[config.mk]
export PLATFORM = sky130hd
export DESIGN_NAME = blank_and_comment_skipper_unit
export DESIGN_NICKNAME = d
export VERILOG_FILES = /design/src/hw/rtl/bcs_pkg.sv /design/src/hw/rtl/bcs_scan_core.sv /design/src/hw/rtl/blank_and_comment_skipper_unit.sv
export SDC_FILE = /design/constraint.sdc
export NUM_CORES = 1
export LEC_CHECK = 0
export ABC_CLOCK_PERIOD_IN_PS = 6900
export BUFFER_PORTS_ARGS = -buffer_cell sky130_fd_sc_hd__buf_2
export CORE_MARGIN = 2
export CORE_UTILIZATION = 30
export DETAILED_ROUTE_END_ITERATION = 16
export GPL_TIMING_DRIVEN = 0
export PLACE_DENSITY = 0.45
export SETUP_SLACK_MARGIN = 0.02
export SYNTH_ARGS = -nofsm -noshare
export SYNTH_HDL_FRONTEND = slang
export SYNTH_SLANG_ARGS = --single-unit
[constraint.sdc]
create_clock -name aclk -period 6.9 [get_ports aclk]
set_input_delay 0.69 -clock aclk [delete_from_list [all_inputs] [get_ports aclk]]
set_output_delay 0.69 -clock aclk [all_outputs]
set_load 0.01 [all_outputs]
[src/hw/rtl/bcs_pkg.sv]
package bcs_pkg;

    localparam int OFFSET_BITS_DEFAULT = 16;
    localparam int DIRECTIVE_LEN = 5;

    localparam logic [7:0] CHAR_SPACE = 8'h20;
    localparam logic [7:0] CHAR_TAB   = 8'h09;
    localparam logic [7:0] CHAR_CR    = 8'h0d;
    localparam logic [7:0] CHAR_LF    = 8'h0a;
    localparam logic [7:0] CHAR_SLASH = 8'h2f;
    localparam logic [7:0] CHAR_STAR  = 8'h2a;
    localparam logic [7:0] CHAR_HASH  = 8'h23;

    typedef enum logic [2:0] {
        MODE_IDLE  = 3'd0,
        MODE_SLASH = 3'd1,
        MODE_HASH  = 3'd2,
        MODE_LINE  = 3'd3,
        MODE_BLOCK = 3'd4,
        MODE_BSTAR = 3'd5
    } scan_mode_t;

    typedef struct packed {
        logic [7:0] byte_in;
        logic       is_last;
    } in_beat_t;

    typedef struct packed {
        logic [15:0] start_offset;
        logic        found;
    } out_beat_t;

    function automatic logic [7:0] directive_char(input logic [2:0] idx);
        logic [7:0] c;
        case (idx)
            3'd0:    c = 8'h23;
            3'd1:    c = 8'h6c;
            3'd2:    c = 8'h69;
            3'd3:    c = 8'h6e;
            3'd4:    c = 8'h65;
            default: c = 8'h00;
        endcase
        return c;
    endfunction

endpackage

[src/hw/rtl/bcs_scan_core.sv]
module bcs_scan_core #(
    parameter int OFFSET_BITS = bcs_pkg::OFFSET_BITS_DEFAULT
) (
    input  logic              aclk,
    input  logic              aresetn,
    input  logic              step_en,
    input  bcs_pkg::in_beat_t beat,
    output logic              emit,
    output bcs_pkg::out_beat_t result
);
    import bcs_pkg::*;

    localparam logic [OFFSET_BITS-1:0] OFFSET_MAX = '1;

    scan_mode_t             mode_reg, mode_next;
    logic [OFFSET_BITS-1:0] position_reg, position_next;
    logic [OFFSET_BITS-1:0] pending_reg, pending_next;
    logic [2:0]             count_reg, count_next;
    logic                   decided_reg, decided_next;

    logic [OFFSET_BITS-1:0] here_inc;
    logic [OFFSET_BITS-1:0] off;
    logic [31:0]            off_wide;
    logic                   fnd;
    logic                   blank;
    logic [7:0]             c;

    assign c        = beat.byte_in;
    assign here_inc = (position_reg == OFFSET_MAX) ? OFFSET_MAX : position_reg + 1'b1;
    assign blank    = c inside {CHAR_SPACE, CHAR_TAB, CHAR_CR, CHAR_LF};

    always_comb begin
        mode_next    = mode_reg;
        pending_next = pending_reg;
        count_next   = count_reg;
        decided_next = decided_reg;
        emit         = 1'b0;
        off          = '0;
        fnd          = 1'b0;
        if (!decided_reg) begin
            case (mode_reg)
                MODE_SLASH: begin
                    if (c == CHAR_SLASH) begin
                        mode_next = MODE_LINE;
                    end else if (c == CHAR_STAR) begin
                        mode_next = MODE_BLOCK;
                    end else begin
                        decided_next = 1'b1;
                        emit         = 1'b1;
                        off          = pending_reg;
                        fnd          = 1'b1;
                    end
                end
                MODE_HASH: begin
                    if (count_reg < 3'(DIRECTIVE_LEN) && c == directive_char(count_reg)) begin
                        if (count_reg + 3'd1 >= 3'(DIRECTIVE_LEN)) begin
                            mode_next  = MODE_LINE;
                            count_next = '0;
                        end else begin
                            count_next = count_reg + 3'd1;
                        end
                    end else begin
                        decided_next = 1'b1;
                        emit         = 1'b1;
                        off          = pending_reg;
                        fnd          = 1'b1;
                    end
                end
                MODE_LINE: begin
                    if (c == CHAR_CR || c == CHAR_LF) begin
                        mode_next = MODE_IDLE;
                    end
                end
                MODE_BLOCK: begin
                    if (c == CHAR_STAR) begin
                        mode_next = MODE_BSTAR;
                    end
                end
                MODE_BSTAR: begin
                    if (c == CHAR_SLASH) begin
                        mode_next = MODE_IDLE;
                    end else if (c != CHAR_STAR) begin
                        mode_next = MODE_BLOCK;
                    end
                end
                default: begin
                    mode_next = MODE_IDLE;
                    if (blank) begin
                        mode_next = MODE_IDLE;
                    end else if (c == CHAR_SLASH) begin
                        pending_next = position_reg;
                        mode_next    = MODE_SLASH;
                    end else if (c == CHAR_HASH) begin
                        pending_next = position_reg;
                        count_next   = 3'd1;
                        mode_next    = MODE_HASH;
                    end else begin
                        decided_next = 1'b1;
                        emit         = 1'b1;
                        off          = position_reg;
                        fnd          = 1'b1;
                    end
                end
            endcase
            if (beat.is_last && !decided_next) begin
                emit = 1'b1;
                if (mode_next == MODE_SLASH || mode_next == MODE_HASH) begin
                    off = pending_next;
                    fnd = 1'b1;
                end else begin
                    off = here_inc;
                    fnd = 1'b0;
                end
            end
        end
        position_next = here_inc;
        if (beat.is_last) begin
            mode_next     = MODE_IDLE;
            position_next = '0;
            pending_next  = '0;
            count_next    = '0;
            decided_next  = 1'b0;
        end
    end

    assign off_wide            = 32'(off);
    assign result.start_offset = off_wide[15:0];
    assign result.found        = fnd;

    always_ff @(posedge aclk) begin
        if (!aresetn) begin
            mode_reg     <= MODE_IDLE;
            position_reg <= '0;
            pending_reg  <= '0;
            count_reg    <= '0;
            decided_reg  <= 1'b0;
        end else if (step_en) begin
            mode_reg     <= mode_next;
            position_reg <= position_next;
            pending_reg  <= pending_next;
            count_reg    <= count_next;
            decided_reg  <= decided_next;
        end
    end

endmodule

[src/hw/rtl/blank_and_comment_skipper_unit.sv]
// A deciding beat waits in the input register until the result register is free;
// its result is then registered. Throughput: one byte per cycle while no result
// is held or m_ready is high, set by the scan state update between the registers.
// Reset: synchronous active-low aresetn clears the scan state and both valid flags;
// the first beat after reset starts a new string.
module blank_and_comment_skipper_unit #(
    parameter int OFFSET_BITS = bcs_pkg::OFFSET_BITS_DEFAULT
) (
    input  logic               aclk,
    input  logic               aresetn,
    input  logic               s_valid,
    output logic               s_ready,
    input  bcs_pkg::in_beat_t  s_data,
    output logic               m_valid,
    input  logic               m_ready,
    output bcs_pkg::out_beat_t m_data
);
    import bcs_pkg::*;

    logic      in_valid_reg, in_valid_next;
    in_beat_t  in_data_reg;
    logic      out_valid_reg, out_valid_next;
    out_beat_t out_data_reg;
    logic      fire;
    logic      emit;
    out_beat_t result;

    assign fire    = in_valid_reg && (!out_valid_reg || m_ready);
    assign s_ready = !in_valid_reg || fire;

    bcs_scan_core #(
        .OFFSET_BITS(OFFSET_BITS)
    ) u_core (
        .aclk    (aclk),
        .aresetn (aresetn),
        .step_en (fire),
        .beat    (in_data_reg),
        .emit    (emit),
        .result  (result)
    );

    always_comb begin
        in_valid_next = in_valid_reg;
        if (s_valid && s_ready) begin
            in_valid_next = 1'b1;
        end else if (fire) begin
            in_valid_next = 1'b0;
        end
        out_valid_next = out_valid_reg;
        if (fire) begin
            out_valid_next = emit;
        end else if (m_ready) begin
            out_valid_next = 1'b0;
        end
    end

    always_ff @(posedge aclk) begin
        if (!aresetn) begin
            in_valid_reg  <= 1'b0;
            out_valid_reg <= 1'b0;
        end else begin
            in_valid_reg  <= in_valid_next;
            out_valid_reg <= out_valid_next;
        end
    end

    always_ff @(posedge aclk) begin
        if (s_valid && s_ready) begin
            in_data_reg <= s_data;
        end
        if (fire && emit) begin
            out_data_reg <= result;
        end
    end

    assign m_valid = out_valid_reg;
    assign m_data  = out_data_reg;

`ifndef ASSERT_OFF
    a_ready_when_empty: assert property (@(posedge aclk) disable iff (!aresetn)
        !in_valid_reg |-> s_ready)
        else $error("input stage empty but not ready");

    a_result_from_step: assert property (@(posedge aclk) disable iff (!aresetn)
        $rose(m_valid) |-> $past(fire && emit))
        else $error("result appeared without a scan step");

    a_no_overwrite: assert property (@(posedge aclk) disable iff (!aresetn)
        (fire && emit) |-> (!out_valid_reg || m_ready))
        else $error("pending result overwritten");
`endif

endmodule
* Word-level counts from Yosys, hierarchy flattened
Index checks and enable logic that the tools add are counted.
** Word-level totals
- Logic and storage cells :: 124
- Bits of input ports :: 13
- Output and inout port bits :: 19
- Flip-flop bits (word level) :: 67
** Operators by class
- Reductions and logical operators :: 22
- Add/subtract/negate cells :: 2
- Eq/ne operators :: 26
- Magnitude comparators :: 2
- Multiplexer cells :: 61
** Operators with widths (number)
- $mux 16 :: 16
- $mux 3 :: 20
- $pmux 16 s3 :: 1
- $pmux 7 s5 :: 1
- $eq 8x6->1 const B :: 4
- $eq 8x4->1 const B :: 3
- $mux 1 :: 17
- $add 16x1->16 const B :: 1
- $eq 16x16->1 const B :: 1
- $mux 8 :: 2
- $eq 3x2->1 const B :: 5
- $pmux 3 s5 :: 1
- $eq 3x1->1 const B :: 3
- $eq 3x3->1 const B :: 3
- $eq 8x8->1 :: 1
- $ne 8x6->1 const B :: 1
- $reduce_and 7->1 :: 1
- $ne 3x3->1 const B :: 2
- $pmux 3 s2 :: 1
- $logic_and 1x1->1 :: 5
- $reduce_or 5->1 :: 1
- $logic_or 1x1->1 :: 4
- $reduce_bool 2->1 :: 2
- $reduce_bool 4->1 :: 1
- other kinds (14) :: 16

* Longest topological paths before layout
- Word-level depth :: 14
- Gate-level depth with buffers :: 14
- Depth with buffers taken out :: 11

* Hierarchy
Synthesis repeated with hierarchy kept, for this count alone.
** Second synthesis, totals
- Cell total of the unflattened synthesis :: 497
- Area total of the unflattened synthesis :: 4448.0 um2
** By module, submodules not included
- bcs_scan_core :: area an instance 3554.7 um2, sequential area each 780.7 um2, times used 1, cells each 458
- blank_and_comment_skipper_unit :: area an instance 893.4 um2, sequential area each 820.8 um2, times used 1, cells each 39

* Worst setup path after synthesis
No wires, ideal clock.
- Kind :: register to register
- Start :: register u_core.count_reg[0]
- End :: register out_data_reg (netlist bit m_data[0]), enable pin
- Data arrival time :: 3135 ps
- Slack :: 3350 ps
- Data required time :: 6485 ps
- Stages on the path, launching flop included :: 11
- Clock period less this slack :: 3550 ps
- Buffers on the path :: 0
- Path through :: dfxtp_1 inv_1 ha_1 nor3_1 o221ai_1 xnor2_1 nand4_1 a22o_2 or2_2 nor2_1 nor3_1
** Between the ends
- Cells in the longest elaborated chain, start to end :: 14
- Elaborated cells between the ends (all ways) :: 19
** Ends and longest elaborated chain
- start, declared :: line bcs_scan_core.sv:18 : logic [2:0] count_reg, count_next;
- start signal, assigned :: line bcs_scan_core.sv:141 : count_reg <= count_next;
- $eq 3x3->1, or another cell as far along :: line bcs_pkg.sv:35 : case (idx)
- $pmux 7 s5 :: line bcs_pkg.sv:35
- $mux 8 :: line bcs_scan_core.sv:41 : case (mode_reg)
- $mux 8 :: line bcs_scan_core.sv:40 : if (!decided_reg) begin
- $eq 8x8->1 :: line bcs_scan_core.sv:55 : if (count_reg < 3'(DIRECTIVE_LEN) && c == directive_char(count_reg)) begin
- $logic_and 1x1->1 (*) :: line bcs_scan_core.sv:55
- $mux 1 (*) :: line bcs_scan_core.sv:55
- $pmux 1 s3 (*) :: line bcs_scan_core.sv:41
- $mux 1 :: line bcs_scan_core.sv:40
- $logic_not 1->1 :: line bcs_scan_core.sv:105 : if (beat.is_last && !decided_next) begin
- $logic_and 1x1->1 :: line bcs_scan_core.sv:105
- $mux 1 (*) :: line bcs_scan_core.sv:105
- $mux 1 (*) :: line bcs_scan_core.sv:40
- $logic_and 1x1->1 (*) :: line blank_and_comment_skipper_unit.sv:71 : if (fire && emit) begin
- end signal, assigned :: line blank_and_comment_skipper_unit.sv:72 : out_data_reg <= result;
- end, declared :: line blank_and_comment_skipper_unit.sv:23 : out_beat_t out_data_reg;
Every way passes the cells marked *; elsewhere a longest branch is shown, timed or not. The select of a mux whose other input is x is not followed.
A chain may end at the register's enable or synchronous reset.

* Final worst setup path
- Start :: register u_core.count_reg[0]
- End :: register out_data_reg (netlist bit m_data[8]) (data pin)
** Between the ends
- Cells in the longest elaborated chain, start to end :: 13
- Elaborated cells between the ends (all ways) :: 29
** Ends and longest elaborated chain
- $eq 3x3->1, or another cell as far along :: line bcs_pkg.sv:35
- $pmux 7 s5 :: line bcs_pkg.sv:35
- $mux 8 :: line bcs_scan_core.sv:41
- $mux 8 :: line bcs_scan_core.sv:40
- $eq 8x8->1 :: line bcs_scan_core.sv:55
- $logic_and 1x1->1 :: line bcs_scan_core.sv:55
- $mux 3 :: line bcs_scan_core.sv:55
- $pmux 3 s5 :: line bcs_scan_core.sv:41
- $mux 3 :: line bcs_scan_core.sv:40
- $eq 3x1->1 or $eq 3x2->1 (tied branches) :: line bcs_scan_core.sv:107 : if (mode_next == MODE_SLASH || mode_next == MODE_HASH) begin
- $logic_or 1x1->1 :: line bcs_scan_core.sv:107
- $mux 16 :: line bcs_scan_core.sv:107
- $mux 16 (*) :: line bcs_scan_core.sv:105
Marked as above.

==> out/summary.json <==
{
  "result_of_the_run": "completed",
  "synth.top_cells.by_area": "sky130_fd_sc_hd__dfxtp_1, sky130_fd_sc_hd__edfxtp_1, sky130_fd_sc_hd__a22oi_1",
  "synth_edf_count": 26,
  "synth_cells": 456,
  "maxSlewHeadroom": 0.4429,
  "synthAdderAreaFrac": 0.02145,
  "synth.yosys.warnings": 0,
  "number_of_flip_flops_in_the_largest_register": 17,
  "netlist.top_cell.by_area": "sky130_fd_sc_hd__dfxtp_1",
  "cap_violations": 0,
  "clock_tree.root_cell": "sky130_fd_sc_hd__clkbuf_16",
  "floorplan.core_area_um2": 13240,
  "ir_worst_vdd_uv": 110.0,
  "r2r_endpoint": "m_data[8]",
  "fp.dieH_um": 120.7,
  "clk_transition_reported_paths_ns": 0.05,
  "synth_xor_area_frac": 0.01502,
  "drt_drc_violations_left": 0,
  "routed_via_density": 5.497,
  "grt.overflow.total": 0,
  "die_x_um": 120.7,
  "aggregate_negative_setup_slack_ns": 0,
  "buffers_added_on_ports": 31,
  "launch_instance_of_the_worst_min_delay_path": "in_valid_reg",
  "tritoncts": "built",
  "fin_util": 0.3605,
  "wl_per_cell_um": 17.90,
  "diodes": 0,
  "finalClockSkew_ns": 0.003963,
  "largest_family_of_logic_cells_by_synthesized_area": "compound AO/OA/AOI/OAI gates",
  "worst_path_required_ns": 7.04,
  "power.density_cell_area_nw_per_um2": 202.6,
  "grt_start_max_net_pins": 12,
  "drive_gt1_frac": 0.1468,
  "initialDrtViolationCount": 283,
  "post_cts_buffers": 0,
  "crit_chain": "inv_1 > ha_1 > nor3_1 > a211oi_1 > a2111oi_0 > nand4_1 > a22o_2 > nor3_2 > nand2b_1 > buf_2 > a221oi_1",
  "synth-seq-area-share": 0.3923,
  "worst_r2r_startpoint": "u_core.count_reg[0]",
  "tightest_slew_ns": 0.8311,
  "cts.sinks": 67,
  "post_synth_mux_area_share": 0.05179,
  "synth_simple_gate_area_frac": 0.2268,
  "worst_skew_pair.late_latency_ns": 0.34,
  "die_area_um2": 14560,
  "ff2ff_setup_slack_ns": 2.87,
  "power_leakage_uw": 0.001795,
  "routabilityCongestion": 0.8417,
  "timing.final.setup_violations": 0,
  "clock_path_buffers": 2,
  "first_pass_grt_wire_length_um": 19750,
  "h-tree-depth": 3,
  "postCtsHoldBufs": 0,
  "hold_viol_final": 0,
  "crit_path_start_kind": "register",
  "tritoncts.num_buffers": 9,
  "netlist_area_um2": 4083,
  "fill_cells": 1390,
  "totalWireLength_um": 12170,
  "start_util": 0.3083,
  "r2r.worst_path.cells": 11,
  "placement_rows": 42,
  "ant_nets_after_route": 0,
  "number_of_global_route_vias_before_repair": 3605,
  "postSynthNetCount": 476,
  "critical_path_class": "reg2reg",
  "synth.distinct_cells": 63,
  "synth_top_cells_by_count": "sky130_fd_sc_hd__a22oi_1, sky130_fd_sc_hd__dfxtp_1, sky130_fd_sc_hd__nor2b_1, sky130_fd_sc_hd__nand2_1",
  "post-synth-top-count-cell": "sky130_fd_sc_hd__a22oi_1",
  "synthFlopType": "sky130_fd_sc_hd__dfxtp_1",
  "crit_arrival_ns": 4.17,
  "clock.fmax_mhz": 248.3,
  "grt_setup_unrepaired": "false",
  "period_needed_ns": 4.028,
  "postSynthRegisterBits": 67,
  "ctsResizeCount": 0,
  "synth_compound_area_frac": 0.2415,
  "whs_path_depth": 2,
  "post-route-period-util": 0.5837,
  "worst_path_largest_cell_delay_ns": 0.52,
  "io_pins": 32,
  "synth_top_area_frac": 0.2010,
  "maxSlewViolCount": 0,
  "fin_total_pwr_uw": 967.0,
  "area.growth.synth_to_final_pct": 16.92,
  "detailed_router_iteration_count_before_antenna_repair": 5,
  "global_route.usage.total": 0.1755,
  "worstSetupEndpointType": "register",
  "worst_min_delay_path_endpoint": "in_valid_reg",
  "hpwlAfterDp_um": 8504,
  "syn_area_per_cell_um2": 8.953,
  "min_path_type": "reg2reg",
  "via_count": 3738,
  "antenna_found_initial": 0,
  "design.final.nets": 519,
  "ys_async_sr_fraction": 0,
  "worst-path-max-fanout": 10,
  "slowest_stage": "sky130_fd_sc_hd__nor3_2"
}
stage by stage:
| step | worst slack (ns) | hold slack (ns) | cells | instance area (um2) |
|---|---|---|---|---|
| 2_1_floorplan | 3.350 | 0.4866 | 456 | 4083 |
| 3_3_place_gp | 1.984 | 0.5065 | 663 | 4458 |
| 3_5_place_dp | 2.906 | 0.5186 | 664 | 4474 |
| 4_1_cts | 2.867 | 0.5153 | 680 | 4773 |
| 5_1_grt | 2.520 | 0.5179 | 680 | 4773 |
| 6_report | 2.872 | 0.5210 | 680 | 4773 |
layout by cell type (no fill, tap or decap), drive strengths merged, types with 3 or more instances in the layout:
master and n:
and2 7, a31oi 5, or3 3, and3 17
nand2b 8, inv 11, nand2 27, mux2 9
nand3 13, clkbuf 38, mux2i 11, o211ai 3
edfxtp 26, a21boi 6, o211a 3, a21o 3
nor3 18, a22o 3, nor2b 30, nand4 3
ha 7, a211oi 5, xor2 3, a221oi 3
o21ai 21, buf 43, and3b 3, nor4b 4
o21a 4, a21oi 27, nor2 24, xnor2 4
a22oi 45, dfxtp 41
per-layer routing:
layer,vias up,routed length [um],track usage
met2,123,5232,0.2662
li1,1786,-,-
met5,-,0,0
met3,24,732,0.03443
met4,0,329,0.07267
met1,1805,5876,0.2433
cell families (layout without fill, tap and decap cells):
group / after synthesis / after routing
adders and majority gates: 7 / 7
and+or+nand+nor: 167 / 167
buffers and inverters: 46 / 94
DFF: 67 / 67
muxes: 20 / 20
xor gates and xnor gates: 7 / 7
AOI/OAI and AO/OA: 142 / 142
worst max-delay path: cells and delay by family, from the launching register on:
kind / cells / cell delay [ns]
AO/OA/AOI/OAI: 4 / 1.28
adder cells (fa/ha/maj): 1 / 0.26
buffers and inverters: 2 / 0.41
flip-flops: 1 / 0.40
AND/OR/NAND/NOR: 4 / 1.46
worst max-delay path by stage:
stage	start	cells after the start	end	slack, ns
5_1_grt	u_core.count_reg[0]	11	m_data[8]	2.52
4_1_cts	u_core.count_reg[0]	11	m_data[8]	2.87
6_report	u_core.count_reg[0]	11	m_data[8]	2.87
3_5_place_dp	u_core.count_reg[0]	11	m_data[8]	2.91
3_3_place_gp	u_core.count_reg[0]	10	m_data[10]	1.98
2_1_floorplan	u_core.count_reg[0]	10	m_data[0]	3.35
power breakdown:
part	total (uW)	internal, uW	leakage [uW]	switching, uW
Sequential	428	422	0.000567	5.49
Clock	470	299	0.000147	170
Combinational	69.9	24.2	0.00108	45.7
Total	967	745	0.00180	222
final cells by class:
cell class	instances	area, um2	area share
Buffer	35	167.7	0.03512
Tap cell	176	220.2	0.04613
Clock buffer	14	264.0	0.05531
Clock inverter	2	35.03	0.007339
Inverter	11	41.29	0.008650
Timing Repair Buffer	32	166.4	0.03486
Multi-Input combinational cell	343	2277	0.4771
Sequential cell	67	1602	0.3355
Note: power is estimated with default switching activity, not from simulation.
